`src/sv/md5_pkg.sv`:
```
`timescale 1ns / 1ps
// md5_pkg: types, constants and round tables shared by the MD5 engine.
// No dependencies.
package md5_pkg;

    typedef struct packed {
        logic [7:0] data_byte;
        logic       has_byte;
        logic       emit_digest;
        logic       restart_after;
    } md5_in_t;

    typedef struct packed {
        logic [31:0] digest_word;
        logic [1:0]  word_index;
        logic        last_word;
    } md5_out_t;

    // request as it travels from front to back
    typedef struct packed {
        logic [7:0] data_byte;
        logic       absorb;
        logic       digest;
        logic       restart;
    } md5_cmd_t;

    typedef enum logic [2:0] {
        ST_IDLE,
        ST_DSTART,
        ST_PREP,
        ST_RUN,
        ST_FIN,
        ST_EMIT
    } md5_state_t;

    typedef enum logic [1:0] {
        MD_BLOCK,
        MD_PAD1,
        MD_PAD2
    } md5_mode_t;

    localparam logic [31:0] IV_A = 32'h67452301;
    localparam logic [31:0] IV_B = 32'hefcdab89;
    localparam logic [31:0] IV_C = 32'h98badcfe;
    localparam logic [31:0] IV_D = 32'h10325476;

    localparam logic [7:0] PAD_BYTE   = 8'h80;
    localparam logic [5:0] LAST_BYTE  = 6'd63;
    localparam logic [5:0] LEN_START  = 6'd56;
    localparam logic [3:0] LEN_LO_WRD = 4'd14;
    localparam logic [3:0] LEN_HI_WRD = 4'd15;
    localparam logic [1:0] LAST_WORD  = 2'd3;

    function automatic logic [31:0] round_k(input logic [5:0] i);
        logic [31:0] k;
        case (i)
            6'd0:  k = 32'hd76aa478;  6'd1:  k = 32'he8c7b756;
            6'd2:  k = 32'h242070db;  6'd3:  k = 32'hc1bdceee;
            6'd4:  k = 32'hf57c0faf;  6'd5:  k = 32'h4787c62a;
            6'd6:  k = 32'ha8304613;  6'd7:  k = 32'hfd469501;
            6'd8:  k = 32'h698098d8;  6'd9:  k = 32'h8b44f7af;
            6'd10: k = 32'hffff5bb1;  6'd11: k = 32'h895cd7be;
            6'd12: k = 32'h6b901122;  6'd13: k = 32'hfd987193;
            6'd14: k = 32'ha679438e;  6'd15: k = 32'h49b40821;
            6'd16: k = 32'hf61e2562;  6'd17: k = 32'hc040b340;
            6'd18: k = 32'h265e5a51;  6'd19: k = 32'he9b6c7aa;
            6'd20: k = 32'hd62f105d;  6'd21: k = 32'h02441453;
            6'd22: k = 32'hd8a1e681;  6'd23: k = 32'he7d3fbc8;
            6'd24: k = 32'h21e1cde6;  6'd25: k = 32'hc33707d6;
            6'd26: k = 32'hf4d50d87;  6'd27: k = 32'h455a14ed;
            6'd28: k = 32'ha9e3e905;  6'd29: k = 32'hfcefa3f8;
            6'd30: k = 32'h676f02d9;  6'd31: k = 32'h8d2a4c8a;
            6'd32: k = 32'hfffa3942;  6'd33: k = 32'h8771f681;
            6'd34: k = 32'h6d9d6122;  6'd35: k = 32'hfde5380c;
            6'd36: k = 32'ha4beea44;  6'd37: k = 32'h4bdecfa9;
            6'd38: k = 32'hf6bb4b60;  6'd39: k = 32'hbebfbc70;
            6'd40: k = 32'h289b7ec6;  6'd41: k = 32'heaa127fa;
            6'd42: k = 32'hd4ef3085;  6'd43: k = 32'h04881d05;
            6'd44: k = 32'hd9d4d039;  6'd45: k = 32'he6db99e5;
            6'd46: k = 32'h1fa27cf8;  6'd47: k = 32'hc4ac5665;
            6'd48: k = 32'hf4292244;  6'd49: k = 32'h432aff97;
            6'd50: k = 32'hab9423a7;  6'd51: k = 32'hfc93a039;
            6'd52: k = 32'h655b59c3;  6'd53: k = 32'h8f0ccc92;
            6'd54: k = 32'hffeff47d;  6'd55: k = 32'h85845dd1;
            6'd56: k = 32'h6fa87e4f;  6'd57: k = 32'hfe2ce6e0;
            6'd58: k = 32'ha3014314;  6'd59: k = 32'h4e0811a1;
            6'd60: k = 32'hf7537e82;  6'd61: k = 32'hbd3af235;
            6'd62: k = 32'h2ad7d2bb;  6'd63: k = 32'heb86d391;
            default: k = 32'h0;
        endcase
        return k;
    endfunction

    function automatic logic [4:0] rot_amt(input logic [5:0] i);
        logic [4:0] s;
        case ({i[5:4], i[1:0]})
            4'd0:  s = 5'd7;   4'd1:  s = 5'd12;  4'd2:  s = 5'd17;  4'd3:  s = 5'd22;
            4'd4:  s = 5'd5;   4'd5:  s = 5'd9;   4'd6:  s = 5'd14;  4'd7:  s = 5'd20;
            4'd8:  s = 5'd4;   4'd9:  s = 5'd11;  4'd10: s = 5'd16;  4'd11: s = 5'd23;
            4'd12: s = 5'd6;   4'd13: s = 5'd10;  4'd14: s = 5'd15;  4'd15: s = 5'd21;
            default: s = 5'd0;
        endcase
        return s;
    endfunction

    // message word used by step i
    function automatic logic [3:0] msg_idx(input logic [5:0] i);
        logic [3:0] lo;
        logic [3:0] g;
        lo = i[3:0];
        case (i[5:4])
            2'd0:    g = lo;
            2'd1:    g = 4'(lo * 4'd5 + 4'd1);
            2'd2:    g = 4'(lo * 4'd3 + 4'd5);
            default: g = 4'(lo * 4'd7);
        endcase
        return g;
    endfunction

endpackage

```
`src/sv/md5_hash_engine_core.sv`:
```
`timescale 1ns / 1ps
// md5_hash_engine_core: MD5 engine top level, request queue plus compression back end.
// Depends on md5_pkg, md5_front, md5_back.
//
//  channel | direction | handshake          | payload
//  s_      | in        | s_valid / s_ready  | s_item   (md5_in_t)
//  m_      | out       | m_valid / m_ready  | m_result (md5_out_t)
//
// A byte that completes a block: load, 64 steps, chaining add.
// A digest: one padding block, two when the message ends at byte 56 or later
// of its block, then four words via the output register, one per cycle unless stalled.
// Reset (aresetn low, synchronous) restores the initial chaining words and
// clears counts; no clearing pass. Either side may stall independently.
module md5_hash_engine_core #(
    parameter int QUEUE_DEPTH = 4
) (
    input  logic               aclk,
    input  logic               aresetn,
    input  logic               s_valid,
    output logic               s_ready,
    input  md5_pkg::md5_in_t   s_item,
    output logic               m_valid,
    input  logic               m_ready,
    output md5_pkg::md5_out_t  m_result
);

    logic              cmd_valid;
    logic              cmd_pop;
    md5_pkg::md5_cmd_t cmd;

    md5_front #(
        .QUEUE_DEPTH(QUEUE_DEPTH)
    ) u_front (
        .aclk      (aclk),
        .aresetn   (aresetn),
        .s_valid   (s_valid),
        .s_ready   (s_ready),
        .s_item    (s_item),
        .cmd_valid (cmd_valid),
        .cmd_pop   (cmd_pop),
        .cmd       (cmd)
    );

    md5_back u_back (
        .aclk      (aclk),
        .aresetn   (aresetn),
        .cmd_valid (cmd_valid),
        .cmd_pop   (cmd_pop),
        .cmd       (cmd),
        .m_valid   (m_valid),
        .m_ready   (m_ready),
        .m_result  (m_result)
    );

endmodule

```
`src/sv/md5_front.sv`:
```
`timescale 1ns / 1ps
// md5_front: takes items, drops empty ones, queues requests for the engine.
// Depends on md5_pkg.
module md5_front #(
    parameter int QUEUE_DEPTH = 4
) (
    input  logic               aclk,
    input  logic               aresetn,
    input  logic               s_valid,
    output logic               s_ready,
    input  md5_pkg::md5_in_t   s_item,
    output logic               cmd_valid,
    input  logic               cmd_pop,
    output md5_pkg::md5_cmd_t  cmd
);

    localparam int PW = $clog2(QUEUE_DEPTH);
    localparam int CW = $clog2(QUEUE_DEPTH + 1);

    md5_pkg::md5_cmd_t q_reg [QUEUE_DEPTH];
    logic [PW-1:0] wr_ptr_reg;
    logic [PW-1:0] rd_ptr_reg;
    logic [CW-1:0] count_reg;

    md5_pkg::md5_cmd_t in_cmd;
    logic              keep;
    logic              push;

    always_comb begin
        in_cmd.data_byte = s_item.data_byte;
        in_cmd.absorb    = s_item.has_byte;
        in_cmd.digest    = s_item.emit_digest;
        in_cmd.restart   = s_item.restart_after & s_item.emit_digest;
        keep             = s_item.has_byte | s_item.emit_digest;
    end

    assign s_ready   = (count_reg != CW'(QUEUE_DEPTH));
    assign push      = s_valid & s_ready & keep;
    assign cmd_valid = (count_reg != '0);
    assign cmd       = q_reg[rd_ptr_reg];

    always_ff @(posedge aclk) begin
        if (push) begin
            q_reg[wr_ptr_reg] <= in_cmd;
        end
    end

    always_ff @(posedge aclk) begin
        if (!aresetn) begin
            wr_ptr_reg <= '0;
            rd_ptr_reg <= '0;
            count_reg  <= '0;
        end else begin
            if (push) begin
                wr_ptr_reg <= (wr_ptr_reg == PW'(QUEUE_DEPTH - 1)) ? '0 : wr_ptr_reg + 1'b1;
            end
            if (cmd_pop) begin
                rd_ptr_reg <= (rd_ptr_reg == PW'(QUEUE_DEPTH - 1)) ? '0 : rd_ptr_reg + 1'b1;
            end
            if (push && !cmd_pop) begin
                count_reg <= count_reg + 1'b1;
            end else if (!push && cmd_pop) begin
                count_reg <= count_reg - 1'b1;
            end
        end
    end

`ifndef SYNTHESIS
    a_count_bound: assert property (@(posedge aclk) disable iff (!aresetn)
        count_reg <= CW'(QUEUE_DEPTH))
        else $error("request queue overfilled");
`endif

endmodule

```
`src/sv/md5_back.sv`:
```
`timescale 1ns / 1ps
// md5_back: block buffer, 64-step compression, padding and digest output.
// Depends on md5_pkg.
module md5_back (
    input  logic               aclk,
    input  logic               aresetn,
    input  logic               cmd_valid,
    output logic               cmd_pop,
    input  md5_pkg::md5_cmd_t  cmd,
    output logic               m_valid,
    input  logic               m_ready,
    output md5_pkg::md5_out_t  m_result
);

    md5_pkg::md5_state_t state_reg, state_next;
    md5_pkg::md5_mode_t  mode_reg;

    logic [31:0] buf_mem [16];
    logic [31:0] rd_data_reg;
    logic [3:0]  rd_addr;

    logic [31:0] cv_reg [4];
    logic [31:0] hv_reg [4];
    logic [31:0] wa_reg, wb_reg, wc_reg, wd_reg;
    logic [63:0] bit_count_reg;
    logic [5:0]  fill_reg;
    logic [5:0]  round_reg;
    logic [1:0]  widx_reg;
    logic        emit_reg;
    logic        restart_reg;
    logic        m_valid_reg;
    md5_pkg::md5_out_t m_data_reg;

    logic        out_load;
    logic        block_full;
    logic [3:0]  g;
    logic [31:0] f;
    logic [31:0] m_word;
    logic [31:0] sum;
    logic [63:0] rot_wide;
    logic [31:0] new_b;
    logic        len_here;

    assign block_full = cmd.absorb && (fill_reg == md5_pkg::LAST_BYTE);

    // next state
    always_comb begin
        state_next = state_reg;
        case (state_reg)
            md5_pkg::ST_IDLE: begin
                if (cmd_pop) begin
                    if (block_full) begin
                        state_next = md5_pkg::ST_PREP;
                    end else if (cmd.digest) begin
                        state_next = md5_pkg::ST_DSTART;
                    end
                end
            end
            md5_pkg::ST_DSTART: state_next = md5_pkg::ST_PREP;
            md5_pkg::ST_PREP:   state_next = md5_pkg::ST_RUN;
            md5_pkg::ST_RUN: begin
                if (round_reg == md5_pkg::LAST_BYTE) begin
                    state_next = md5_pkg::ST_FIN;
                end
            end
            md5_pkg::ST_FIN: begin
                case (mode_reg)
                    md5_pkg::MD_BLOCK:
                        state_next = emit_reg ? md5_pkg::ST_DSTART : md5_pkg::ST_IDLE;
                    md5_pkg::MD_PAD1:
                        state_next = (fill_reg >= md5_pkg::LEN_START) ? md5_pkg::ST_PREP
                                                                      : md5_pkg::ST_EMIT;
                    default: state_next = md5_pkg::ST_EMIT;
                endcase
            end
            md5_pkg::ST_EMIT: begin
                if (out_load && widx_reg == md5_pkg::LAST_WORD) begin
                    state_next = md5_pkg::ST_IDLE;
                end
            end
            default: state_next = md5_pkg::ST_IDLE;
        endcase
    end

    // control outputs
    always_comb begin
        cmd_pop  = (state_reg == md5_pkg::ST_IDLE) && cmd_valid;
        out_load = (state_reg == md5_pkg::ST_EMIT) && (!m_valid_reg || m_ready);
        case (state_reg)
            md5_pkg::ST_RUN: rd_addr = md5_pkg::msg_idx(round_reg + 6'd1);
            default:         rd_addr = md5_pkg::msg_idx(6'd0);
        endcase
    end

    // message word for the current step, with padding and length laid over
    always_comb begin
        g        = md5_pkg::msg_idx(round_reg);
        m_word   = '0;
        len_here = (mode_reg == md5_pkg::MD_PAD2) || (fill_reg < md5_pkg::LEN_START);
        case (mode_reg)
            md5_pkg::MD_BLOCK: m_word = rd_data_reg;
            md5_pkg::MD_PAD1: begin
                for (int j = 0; j < 4; j++) begin
                    if ({g, 2'(j)} < fill_reg) begin
                        m_word[j*8 +: 8] = rd_data_reg[j*8 +: 8];
                    end else if ({g, 2'(j)} == fill_reg) begin
                        m_word[j*8 +: 8] = md5_pkg::PAD_BYTE;
                    end
                end
            end
            default: m_word = '0;
        endcase
        if (mode_reg != md5_pkg::MD_BLOCK && len_here) begin
            if (g == md5_pkg::LEN_LO_WRD) begin
                m_word = bit_count_reg[31:0];
            end else if (g == md5_pkg::LEN_HI_WRD) begin
                m_word = bit_count_reg[63:32];
            end
        end
    end

    // one compression step
    always_comb begin
        case (round_reg[5:4])
            2'd0:    f = (wb_reg & wc_reg) | (~wb_reg & wd_reg);
            2'd1:    f = (wb_reg & wd_reg) | (wc_reg & ~wd_reg);
            2'd2:    f = wb_reg ^ wc_reg ^ wd_reg;
            default: f = wc_reg ^ (wb_reg | ~wd_reg);
        endcase
        sum      = wa_reg + f + md5_pkg::round_k(round_reg) + m_word;
        rot_wide = {sum, sum} << md5_pkg::rot_amt(round_reg);
        new_b    = wb_reg + rot_wide[63:32];
    end

    // block buffer, byte writes, registered word read
    always_ff @(posedge aclk) begin
        if (cmd_pop && cmd.absorb) begin
            buf_mem[fill_reg[5:2]][fill_reg[1:0]*8 +: 8] <= cmd.data_byte;
        end
        rd_data_reg <= buf_mem[rd_addr];
    end

    always_ff @(posedge aclk) begin
        case (state_reg)
            md5_pkg::ST_DSTART: begin
                for (int k = 0; k < 4; k++) begin
                    hv_reg[k] <= cv_reg[k];
                end
            end
            md5_pkg::ST_PREP: begin
                if (mode_reg == md5_pkg::MD_BLOCK) begin
                    wa_reg <= cv_reg[0];
                    wb_reg <= cv_reg[1];
                    wc_reg <= cv_reg[2];
                    wd_reg <= cv_reg[3];
                end else begin
                    wa_reg <= hv_reg[0];
                    wb_reg <= hv_reg[1];
                    wc_reg <= hv_reg[2];
                    wd_reg <= hv_reg[3];
                end
            end
            md5_pkg::ST_RUN: begin
                wa_reg <= wd_reg;
                wb_reg <= new_b;
                wc_reg <= wb_reg;
                wd_reg <= wc_reg;
            end
            md5_pkg::ST_FIN: begin
                if (mode_reg != md5_pkg::MD_BLOCK) begin
                    hv_reg[0] <= hv_reg[0] + wa_reg;
                    hv_reg[1] <= hv_reg[1] + wb_reg;
                    hv_reg[2] <= hv_reg[2] + wc_reg;
                    hv_reg[3] <= hv_reg[3] + wd_reg;
                end
            end
            default: ;
        endcase
        if (out_load) begin
            m_data_reg.digest_word <= hv_reg[widx_reg];
            m_data_reg.word_index  <= widx_reg;
            m_data_reg.last_word   <= (widx_reg == md5_pkg::LAST_WORD);
        end
    end

    always_ff @(posedge aclk) begin
        if (!aresetn) begin
            state_reg     <= md5_pkg::ST_IDLE;
            mode_reg      <= md5_pkg::MD_BLOCK;
            cv_reg[0]     <= md5_pkg::IV_A;
            cv_reg[1]     <= md5_pkg::IV_B;
            cv_reg[2]     <= md5_pkg::IV_C;
            cv_reg[3]     <= md5_pkg::IV_D;
            bit_count_reg <= '0;
            fill_reg      <= '0;
            round_reg     <= '0;
            widx_reg      <= '0;
            emit_reg      <= 1'b0;
            restart_reg   <= 1'b0;
            m_valid_reg   <= 1'b0;
        end else begin
            state_reg <= state_next;
            case (state_reg)
                md5_pkg::ST_IDLE: begin
                    if (cmd_pop) begin
                        emit_reg    <= cmd.digest;
                        restart_reg <= cmd.restart;
                        mode_reg    <= md5_pkg::MD_BLOCK;
                        if (cmd.absorb) begin
                            bit_count_reg <= bit_count_reg + 64'd8;
                            fill_reg      <= fill_reg + 6'd1;
                        end
                    end
                end
                md5_pkg::ST_DSTART: mode_reg <= md5_pkg::MD_PAD1;
                md5_pkg::ST_PREP:   round_reg <= '0;
                md5_pkg::ST_RUN:    round_reg <= round_reg + 6'd1;
                md5_pkg::ST_FIN: begin
                    widx_reg <= '0;
                    if (mode_reg == md5_pkg::MD_BLOCK) begin
                        cv_reg[0] <= cv_reg[0] + wa_reg;
                        cv_reg[1] <= cv_reg[1] + wb_reg;
                        cv_reg[2] <= cv_reg[2] + wc_reg;
                        cv_reg[3] <= cv_reg[3] + wd_reg;
                    end else if (mode_reg == md5_pkg::MD_PAD1
                                 && fill_reg >= md5_pkg::LEN_START) begin
                        mode_reg <= md5_pkg::MD_PAD2;
                    end
                end
                md5_pkg::ST_EMIT: begin
                    if (out_load) begin
                        widx_reg <= widx_reg + 2'd1;
                        if (widx_reg == md5_pkg::LAST_WORD && restart_reg) begin
                            cv_reg[0]     <= md5_pkg::IV_A;
                            cv_reg[1]     <= md5_pkg::IV_B;
                            cv_reg[2]     <= md5_pkg::IV_C;
                            cv_reg[3]     <= md5_pkg::IV_D;
                            bit_count_reg <= '0;
                            fill_reg      <= '0;
                        end
                    end
                end
                default: ;
            endcase
            if (out_load) begin
                m_valid_reg <= 1'b1;
            end else if (m_ready) begin
                m_valid_reg <= 1'b0;
            end
        end
    end

    assign m_valid  = m_valid_reg;
    assign m_result = m_data_reg;

`ifndef SYNTHESIS
    a_full_block: assert property (@(posedge aclk) disable iff (!aresetn)
        (cmd_pop && block_full) |=>
            (state_reg == md5_pkg::ST_PREP && mode_reg == md5_pkg::MD_BLOCK))
        else $error("full block not sent to compression");

    a_pad2_pos: assert property (@(posedge aclk) disable iff (!aresetn)
        (state_reg == md5_pkg::ST_RUN && mode_reg == md5_pkg::MD_PAD2) |->
            (fill_reg >= md5_pkg::LEN_START))
        else $error("extra padding block without cause");

    a_last_flag: assert property (@(posedge aclk) disable iff (!aresetn)
        m_valid |-> (m_result.last_word == (m_result.word_index == md5_pkg::LAST_WORD)))
        else $error("last_word out of step with word_index");
`endif

endmodule
```
`config.mk`:
```
export PLATFORM = sky130hd
export DESIGN_NAME = md5_hash_engine_core
export DESIGN_NICKNAME = d
export VERILOG_FILES = /design/src/sv/md5_pkg.sv /design/src/sv/md5_hash_engine_core.sv /design/src/sv/md5_front.sv /design/src/sv/md5_back.sv
export SDC_FILE = /design/constraint.sdc
export NUM_CORES = 2
export LEC_CHECK = 0
export ABC_AREA = 1
export ABC_CLOCK_PERIOD_IN_PS = 22100
export BUFFER_PORTS_ARGS = -buffer_cell sky130_fd_sc_hd__buf_2
export CORE_MARGIN = 4
export CORE_UTILIZATION = 49
export DETAILED_ROUTE_END_ITERATION = 6
export HOLD_SLACK_MARGIN = 0.08
export PLACE_DENSITY = 0.73
export SYNTH_ARGS = -nofsm -noshare
export SYNTH_HDL_FRONTEND = slang
export SYNTH_SLANG_ARGS = --single-unit
```
`constraint.sdc`:
```
create_clock -name aclk -period 22.1 [get_ports aclk]
set_input_delay 3.315 -clock aclk [delete_from_list [all_inputs] [get_ports aclk]]
set_output_delay 3.315 -clock aclk [all_outputs]
set_load 0.01 [all_outputs]
```
-- After elaboration in Yosys (flattened, before gate mapping)
Memories as Yosys holds them, arrays and structs flattened. A register that Yosys moved wholly into a read port is not among the register bits.
Cells that the tools add are included.
W data, S select, Z words.
- register bits after elaboration: 224
- latch bits: 0
- RAM bits: 812
- memory bits (read-only): 2128
- output and inout port bits: 37
- word-level logic and storage cells: 249
- memories kept: 6
- memory list (name ; depth ; bits a word ; rd ports ; clocked after memory_dff ; wr ports ; line ; source):
    (no name shown) ; 64 ; 32 ; 1 ; 1 ; 0 ; md5_pkg.sv:56 ; case (i)
    u_back.buf_mem ; 16 ; 32 ; 1 ; 1 ; 1 ; md5_back.sv:18 ; logic [31:0] buf_mem [16];
    u_back.cv_reg ; 4 ; 32 ; 4 ; 0 ; 4 ; md5_back.sv:22 ; logic [31:0] cv_reg [4];
    u_back.hv_reg ; 4 ; 32 ; 5 ; 1 ; 4 ; md5_back.sv:23 ; logic [31:0] hv_reg [4];
    (no name shown) ; 16 ; 5 ; 1 ; 1 ; 0 ; md5_pkg.sv:96 ; case ({i[5:4], i[1:0]})
    u_front.q_reg ; 4 ; 11 ; 1 ; 1 ; 1 ; md5_front.sv:20 ; md5_pkg::md5_cmd_t q_reg [QUEUE_DEPTH];
- add/subtract/negate cells: 25
- $mul: 6
- div/mod/pow operators: 0
- order comparisons: 6
- equality and inequality tests: 32
- shift operators: 3
- multiplexer cells: 93
- bitwise gates (word level): 28
- reduce and logical (&&, ||, !) cells: 32
- operators with widths (kind ; number):
    $mux W32 ; 20
    $add A32 B32 Y32 ; 12
    $pmux W32 S2 ; 5
    $mux W64 ; 4
    $and A32 B32 Y32 ; 4
    $pmux W64 S2 ; 1
    $or A32 B32 Y32 ; 3
    $pmux W32 S3 ; 1
    $xor A32 B32 Y32 ; 3
    $add A64 B4 Y64 const B ; 1
    $mux W8 ; 8
    $not A32 Y32 ; 2
    $shl A64 B5 Y64 ; 1
    $mux W6 ; 6
    $neg A5 Y34 ; 1
    $shift A8 B34 Y32 const A ; 1
    $shiftx A8 B34 Y32 ; 1
    $eq A6 B6 Y1 ; 4
    $lt A6 B6 Y1 ; 4
    $mux W3 ; 8
    $pmux W4 S3 ; 2
    $pmux W6 S2 ; 2
    $mux W1 ; 21
    $pmux W3 S6 ; 1
    other kinds (38) ; 109

-- Longest topological paths before layout
- word-level depth: 14
- gate-level depth with buffers: 68
- mapped depth without buffers: 68

-- By module
Synthesis repeated with hierarchy kept, for this count alone.
- cell total of the unflattened synthesis: 8287
- area, all modules: 70979.3 um^2
- modules (own cells, without submodules) (module ; times used ; cells each ; area an instance (um^2) ; seq. area each (um^2)):
    md5_back ; 1 ; 8109 ; 68824.8 ; 30359.1
    md5_front ; 1 ; 178 ; 2154.6 ; 1501.4

-- Worst setup path before layout
No wires, ideal clock.
- kind: register -> register
- start: register u_back.round_reg[0]
- end: register u_back.wb_reg[26] (data pin)
- arrival: 8694 ps
- data required time: 21833 ps
- path slack: 13140 ps
- stages on the path, launching flop included: 58
- path buffers: 0
- clock period less this slack: 8960 ps
- cells stage by stage: dfxtp_1 -> inv_2 -> fa_1 -> inv_1 -> ha_1 -> xnor2_1 -> inv_1 -> nand2_1 -> nand3_1 -> nand2_1 -> inv_1 -> ha_1 -> a21o_1 -> a21oi_1 -> and2_1 -> inv_1 -> o21ai_0 -> nand2_1 -> [22 not listed] -> fa_1 -> nand2_1 -> nand2_1 -> nand2_1 -> a21oi_1 -> nor2_1 -> o21ai_0 -> nand2_1 -> nand2_1 -> a21oi_1 -> o21ai_0 -> a21oi_1 -> o21ai_0 -> nand2_1 -> nand2_1 -> a21oi_1 -> o21ai_0 -> o21ai_0
- cells in the longest elaborated chain, start to end: 14
- elaborated cells between the ends (all ways): 32
- classes of those cells: 4 x add/sub; 3 x mul; 4 x order compare; 6 x eq/ne; 1 x shift; 14 x mux
- RTL lines (item ; line ; source):
    start, declared ; md5_back.sv:27 ; logic [5:0] round_reg;
    start signal, assigned ; md5_back.sv:217 ; md5_pkg::ST_RUN: round_reg <= round_reg + 6'd1;
    $mul A4 B2 Y4 / $mul A4 B3 Y4 (equally long branches) ; md5_pkg.sv:114, md5_pkg.sv:113 ;
    $add A4 B3 Y4 / $add A4 B1 Y4 (equally long branches) ; md5_pkg.sv:114, md5_pkg.sv:113 ;
    $pmux W4 S3 (*) ; md5_pkg.sv:111 ; case (i[5:4])
    branches (longest 6 deep; another with $lt A6 B6 Y1) ; -- ;
    $mux W32 (*) ; md5_back.sv:113 ; if (mode_reg != md5_pkg::MD_BLOCK && len_here) begin
    $add A32 B32 Y32 (*) ; md5_back.sv:130 ; sum = wa_reg + f + md5_pkg::round_k(round_reg) + m_word;
    $shl A64 B5 Y64 (*) ; md5_back.sv:131 ; rot_wide = {sum, sum} << md5_pkg::rot_amt(round_reg);
    $add A32 B32 Y32 (*) ; md5_back.sv:132 ; new_b = wb_reg + rot_wide[63:32];
    $pmux W32 S2 (*) ; md5_back.sv:144 ; case (state_reg)
    end signal, assigned ; md5_back.sv:153 ; wb_reg <= cv_reg[1];
    end signal, assigned ; md5_back.sv:158 ; wb_reg <= hv_reg[1];
    end signal, assigned ; md5_back.sv:165 ; wb_reg <= new_b;
    end, declared ; md5_back.sv:24 ; logic [31:0] wa_reg, wb_reg, wc_reg, wd_reg;
Every way passes the cells marked *.
A chain may end at the register's enable or synchronous reset.

-- Worst setup path after layout
Ends and elaborated chain as after synthesis.

==> results.md <==
| Quantity | This run |
|---|---|
| Outcome | finished, violations left |
| Violated checks | DRC |
| Most frequent cells in the layout | nand2_1 (1308), o21ai_0 (931), inv_1 (911), edfxtp_1 (911), a21oi_1 (741) |
| Final critical-path share of the clock period | 52.9% |
| Post-Syn Instances | 8344 |
| Buffer count from post-CTS setup fixing | 0 |
| Fmax | 85.5 MHz |
| Flop pwr share | 26.5% |
| Flip-flop count of the largest register after layout | 512 |
| Vias | 64600 |
| Mean instance size in the synthesized netlist | 8.52 µm² |
| Cts-stage hold buffer count | 0 |
| Number of nets with antenna violations after detailed routing | 0 |
| Cell with the largest stage delay on the worst path | nor2_1 |
| Worst EP required | 22.62 ns |
| Port-buffer cells | 51 |
| Flop2flop setup slack | 10.40 ns |
| Met2 wire length | 110 mm |
| Critical path origin | u_back.round_reg[0]$_SDFFE_PN0N_ |
| Minimum period implied by the final worst setup slack | 11.70 ns |
| Most area-consuming cells after synthesis | edfxtp_1 (38%), nand2_1 (6.9%), o21ai_0 (6.6%), ha_1 (6.4%), dfxtp_1 (6.3%) |
| Number of buffers inserted during clock tree synthesis | 132 |
| Worst skew pair latency | 0.80 ns |
| Detailed-route wire length on metal 1 | 110 mm |
| Global-route usage over all layers | 33.6% |
| Rel. slew slack | 17.9% |
| Core area | 144000 µm² |
| Netlist area before placement | 71100 µm² |
| Vias per inst | 6.29 |
| Global-route congestion overflow total | 0 |
| I/O pin count | 52 |
| Die outline area | 151000 µm² |
| Die extent in x | 389 µm |
| Net switching share of the total power | 46.8% |
| Combinational family with the most area after synthesis | compound AO/OA/AOI/OAI gates |
| Post-synthesis xor/xnor area fraction | 1.87% |
| Switching power of the nets | 4.80 mW |
| Final core occ | 53.9% |
| Type of the worst setup path | reg2reg |
| TritonCTS clock tree | yes |
| Gates resized, CTS repair | 0 |
| Yosys reg bits | 1136 |
| Initial DRC count | 8656 |
| Worst-Margin Slew | 1.22 ns |
| Fillers | 13100 |
| Crit start category | register |
| Number of global-route vias before repair | 59600 |
| Min-Delay Path Class | reg2reg |
| Predominant post-synthesis flop cell | edfxtp_1 |
| Area share of the leading cell type in the synthesized netlist | 38.5% |
| Maximum clock skew at final layout | 0.0576 ns |
| Area added between synthesis and finish | 9.06% |
| Post-synthesis compound-gate area fraction | 19.5% |
| Final #Nets | 8709 |
| Dominant cell type by area after synthesis | edfxtp_1 |
| Total internal power | 5.44 mW |
| Global-route wire length before repair | 384 mm |
| Area occupied by registers | 31900 µm² |
| Critical path's largest stage delay | 0.86 ns |
| Setup tns final | 0 ns |
| Max-capacitance violation count | 0 |
| Post-synth ARST share | 0% |
| Number of sinks driven by the clock tree | 1136 |
| Crit-path most repeated cell | nand2_1 |
| Clock-pin transition on the worst setup and hold timing paths | 0.06 ns |
| Number of distinct library cells after synthesis | 67 |
| CTS max path bufs | 3 |
| WL/cell | 25.5 µm |
| Final WL | 262 mm |
| Buffer type at the clock tree root | clkbuf_16 |
| Worst Path Arrival | 12.22 ns |
| Yosys warns | 0 |
| Top layer reached by signal wires | met5 |
| Starting Density | 49.4% |
| Die H | 389 µm |
| Post-synthesis share of cell area spent on and, or, nand and nor gates | 16.6% |
| TritonRoute pass-1 iters | 7 |
| Adder and majority cell fraction of the synthesized area | 8.48% |
| Synthesized net count | 8797 |
| Total power divided by cell area | 132 nW/µm² |
| Static leakage power | 30.5 nW |
| Routability congestion estimate | 1.08 |
| Total DRC errors in the routed layout | 2 |
| Finish-stage setup viols | 0 |
| Fraction of final layout cells sized beyond drive strength 1 | 5.33% |
| Unrepaired setup endpoints after global routing | false |
| Final HPWL DP | 191 mm |
| Kind of end point of the critical path | register |
| Relative contribution of combinational cells to total power | 51.8% |
| Terminus of the critical flop-to-flop path | u_back.wb_reg[26]$_DFFE_PN_ |
| Met3 Wirelength | 31.8 mm |
| Clk pwr share | 21.7% |
| H-tree lvl count | 4 |
| Maximum number of pins on one net before global-route repair | 129 |
| Highest ir drop seen on vdd | 0.000158 V |
| Beginning of the worst register-to-register path | u_back.round_reg[0]$_SDFFE_PN0N_ |
| EDFF count, synth | 911 |
| Portion of netlist area occupied by mux cells | 1.86% |
| Site row count | 139 |
| Portion of the post-synthesis area used by sequential elements | 44.8% |
| Max Slew Vio Count | 0 |
| Antenna violations before repair | 15 |
| R2R cell count | 50 |
| Footprint of the multi-input gates | 34500 µm² |
| Hold violation total from the final report | 0 |
| Last element of the critical path | u_back.wb_reg[26]$_DFFE_PN_ |
| Crit Path Max Fanout | 28 |
| Most common cell after layout, fill and taps aside | nand2_1 |
## synth_stat cells, types with 18 or more instances
cell         n
xnor2_1     64
nor4_1      28
a21boi_0    27
a211oi_1    18
ha_1       365
nor2_1     669
o211ai_1    43
nor3_1     115
o22ai_1     85
edfxtp_1   911
a21o_1      21
o21bai_1    19
o21ai_1     26
a31oi_1    198
nand4_1     41
a221oi_1    36
inv_1      917
o21a_1      39
fa_1        73
nand3_1    528
a21oi_1    743
or2_2       38
buf_2       37
o21ai_0    931
buf_1       37
dfxtp_1    225
mux2i_1    131
o221ai_1   156
o31ai_1     23
clkbuf_1   275
xor2_1      86
nand2_1   1310
## cell families after synthesis
family                   count (synthesis)
flip-flops                            1136
buffers and inverters                 1283
AND/OR/NAND/NOR                       2784
adder cells (fa/ha/maj)                438
AO/OA/AOI/OAI                         2420
multiplexers                           132
XOR/XNOR                               151
## power groups by stage
stage               Sequential (mW)  Combinational [mW]  Clock, mW
floorplan                      2.69                3.62          0
global placement               2.75                5.12          0
detailed placement             2.75                5.15          0
CTS                            2.70                5.19       2.24
global route                   2.71                5.87       2.33
finish                         2.71                5.31       2.22
## stage by stage
step | instances | hold slack, ns | area (µm²) | power (mW) | worst slack (ns)
4_1_cts | 10300 | 0.482 | 77500 | 10.1 | 10.67
6_report | 10300 | 0.487 | 77500 | 10.2 | 10.40
3_5_place_dp | 10000 | 0.470 | 73100 | 7.90 | 10.71
3_3_place_gp | 10000 | 0.457 | 73100 | 7.87 | 10.91
5_1_grt | 10300 | 0.510 | 77500 | 10.9 | 9.39
2_1_floorplan | 8344 | 0.435 | 71100 | 6.31 | 13.14
## metal layers
layer	vias up	GRT usage [%]
li1	29400	-
met1	30800	48.3
met2	3825	49.0
met3	562	8.63
met4	16	11.8
met5	-	0
## cell type report
type / instances / area share [%]
Sequential cell: 1136 / 41.1
Tap cell: 1903 / 3.07
Clock inverter: 77 / 1.12
Multi-Input combinational cell: 5925 / 44.5
Inverter: 933 / 4.53
Timing Repair Buffer: 128 / 1.09
Clock buffer: 164 / 4.55
Antenna cell: 2 / 0.00646
## worst min-delay path by stage
stage                                          start                                    end  slack, ns  depth (start not counted)
6_report       u_back.bit_count_reg[45]$_SDFFE_PN0P_  u_back.bit_count_reg[45]$_SDFFE_PN0P_       0.49                          1
5_1_grt             u_back.cv_reg[0][2]$_SDFFE_PP0P_       u_back.cv_reg[0][2]$_SDFFE_PP0P_       0.51                          2
4_1_cts        u_back.bit_count_reg[45]$_SDFFE_PN0P_  u_back.bit_count_reg[45]$_SDFFE_PN0P_       0.48                          1
3_5_place_dp   u_back.bit_count_reg[45]$_SDFFE_PN0P_  u_back.bit_count_reg[45]$_SDFFE_PN0P_       0.47                          1
3_3_place_gp   u_back.bit_count_reg[45]$_SDFFE_PN0P_  u_back.bit_count_reg[45]$_SDFFE_PN0P_       0.46                          1
2_1_floorplan        u_back.widx_reg[0]$_SDFFE_PN0P_           u_back.m_result[1]$_DFFE_PP_       0.43                          0
## worst max-delay path: cells and delay by family (launching register included)
kind / cells / cell delay (ns)
AND/OR/NAND/NOR: 22 / 3.06
AO/OA/AOI/OAI: 12 / 2.99
adder cells (fa/ha/maj): 8 / 2.87
buffers and inverters: 6 / 1.33
flip-flops: 1 / 0.61
multiplexers: 1 / 0.28
XOR/XNOR: 1 / 0.23
(Power assumes the default switching activity.)
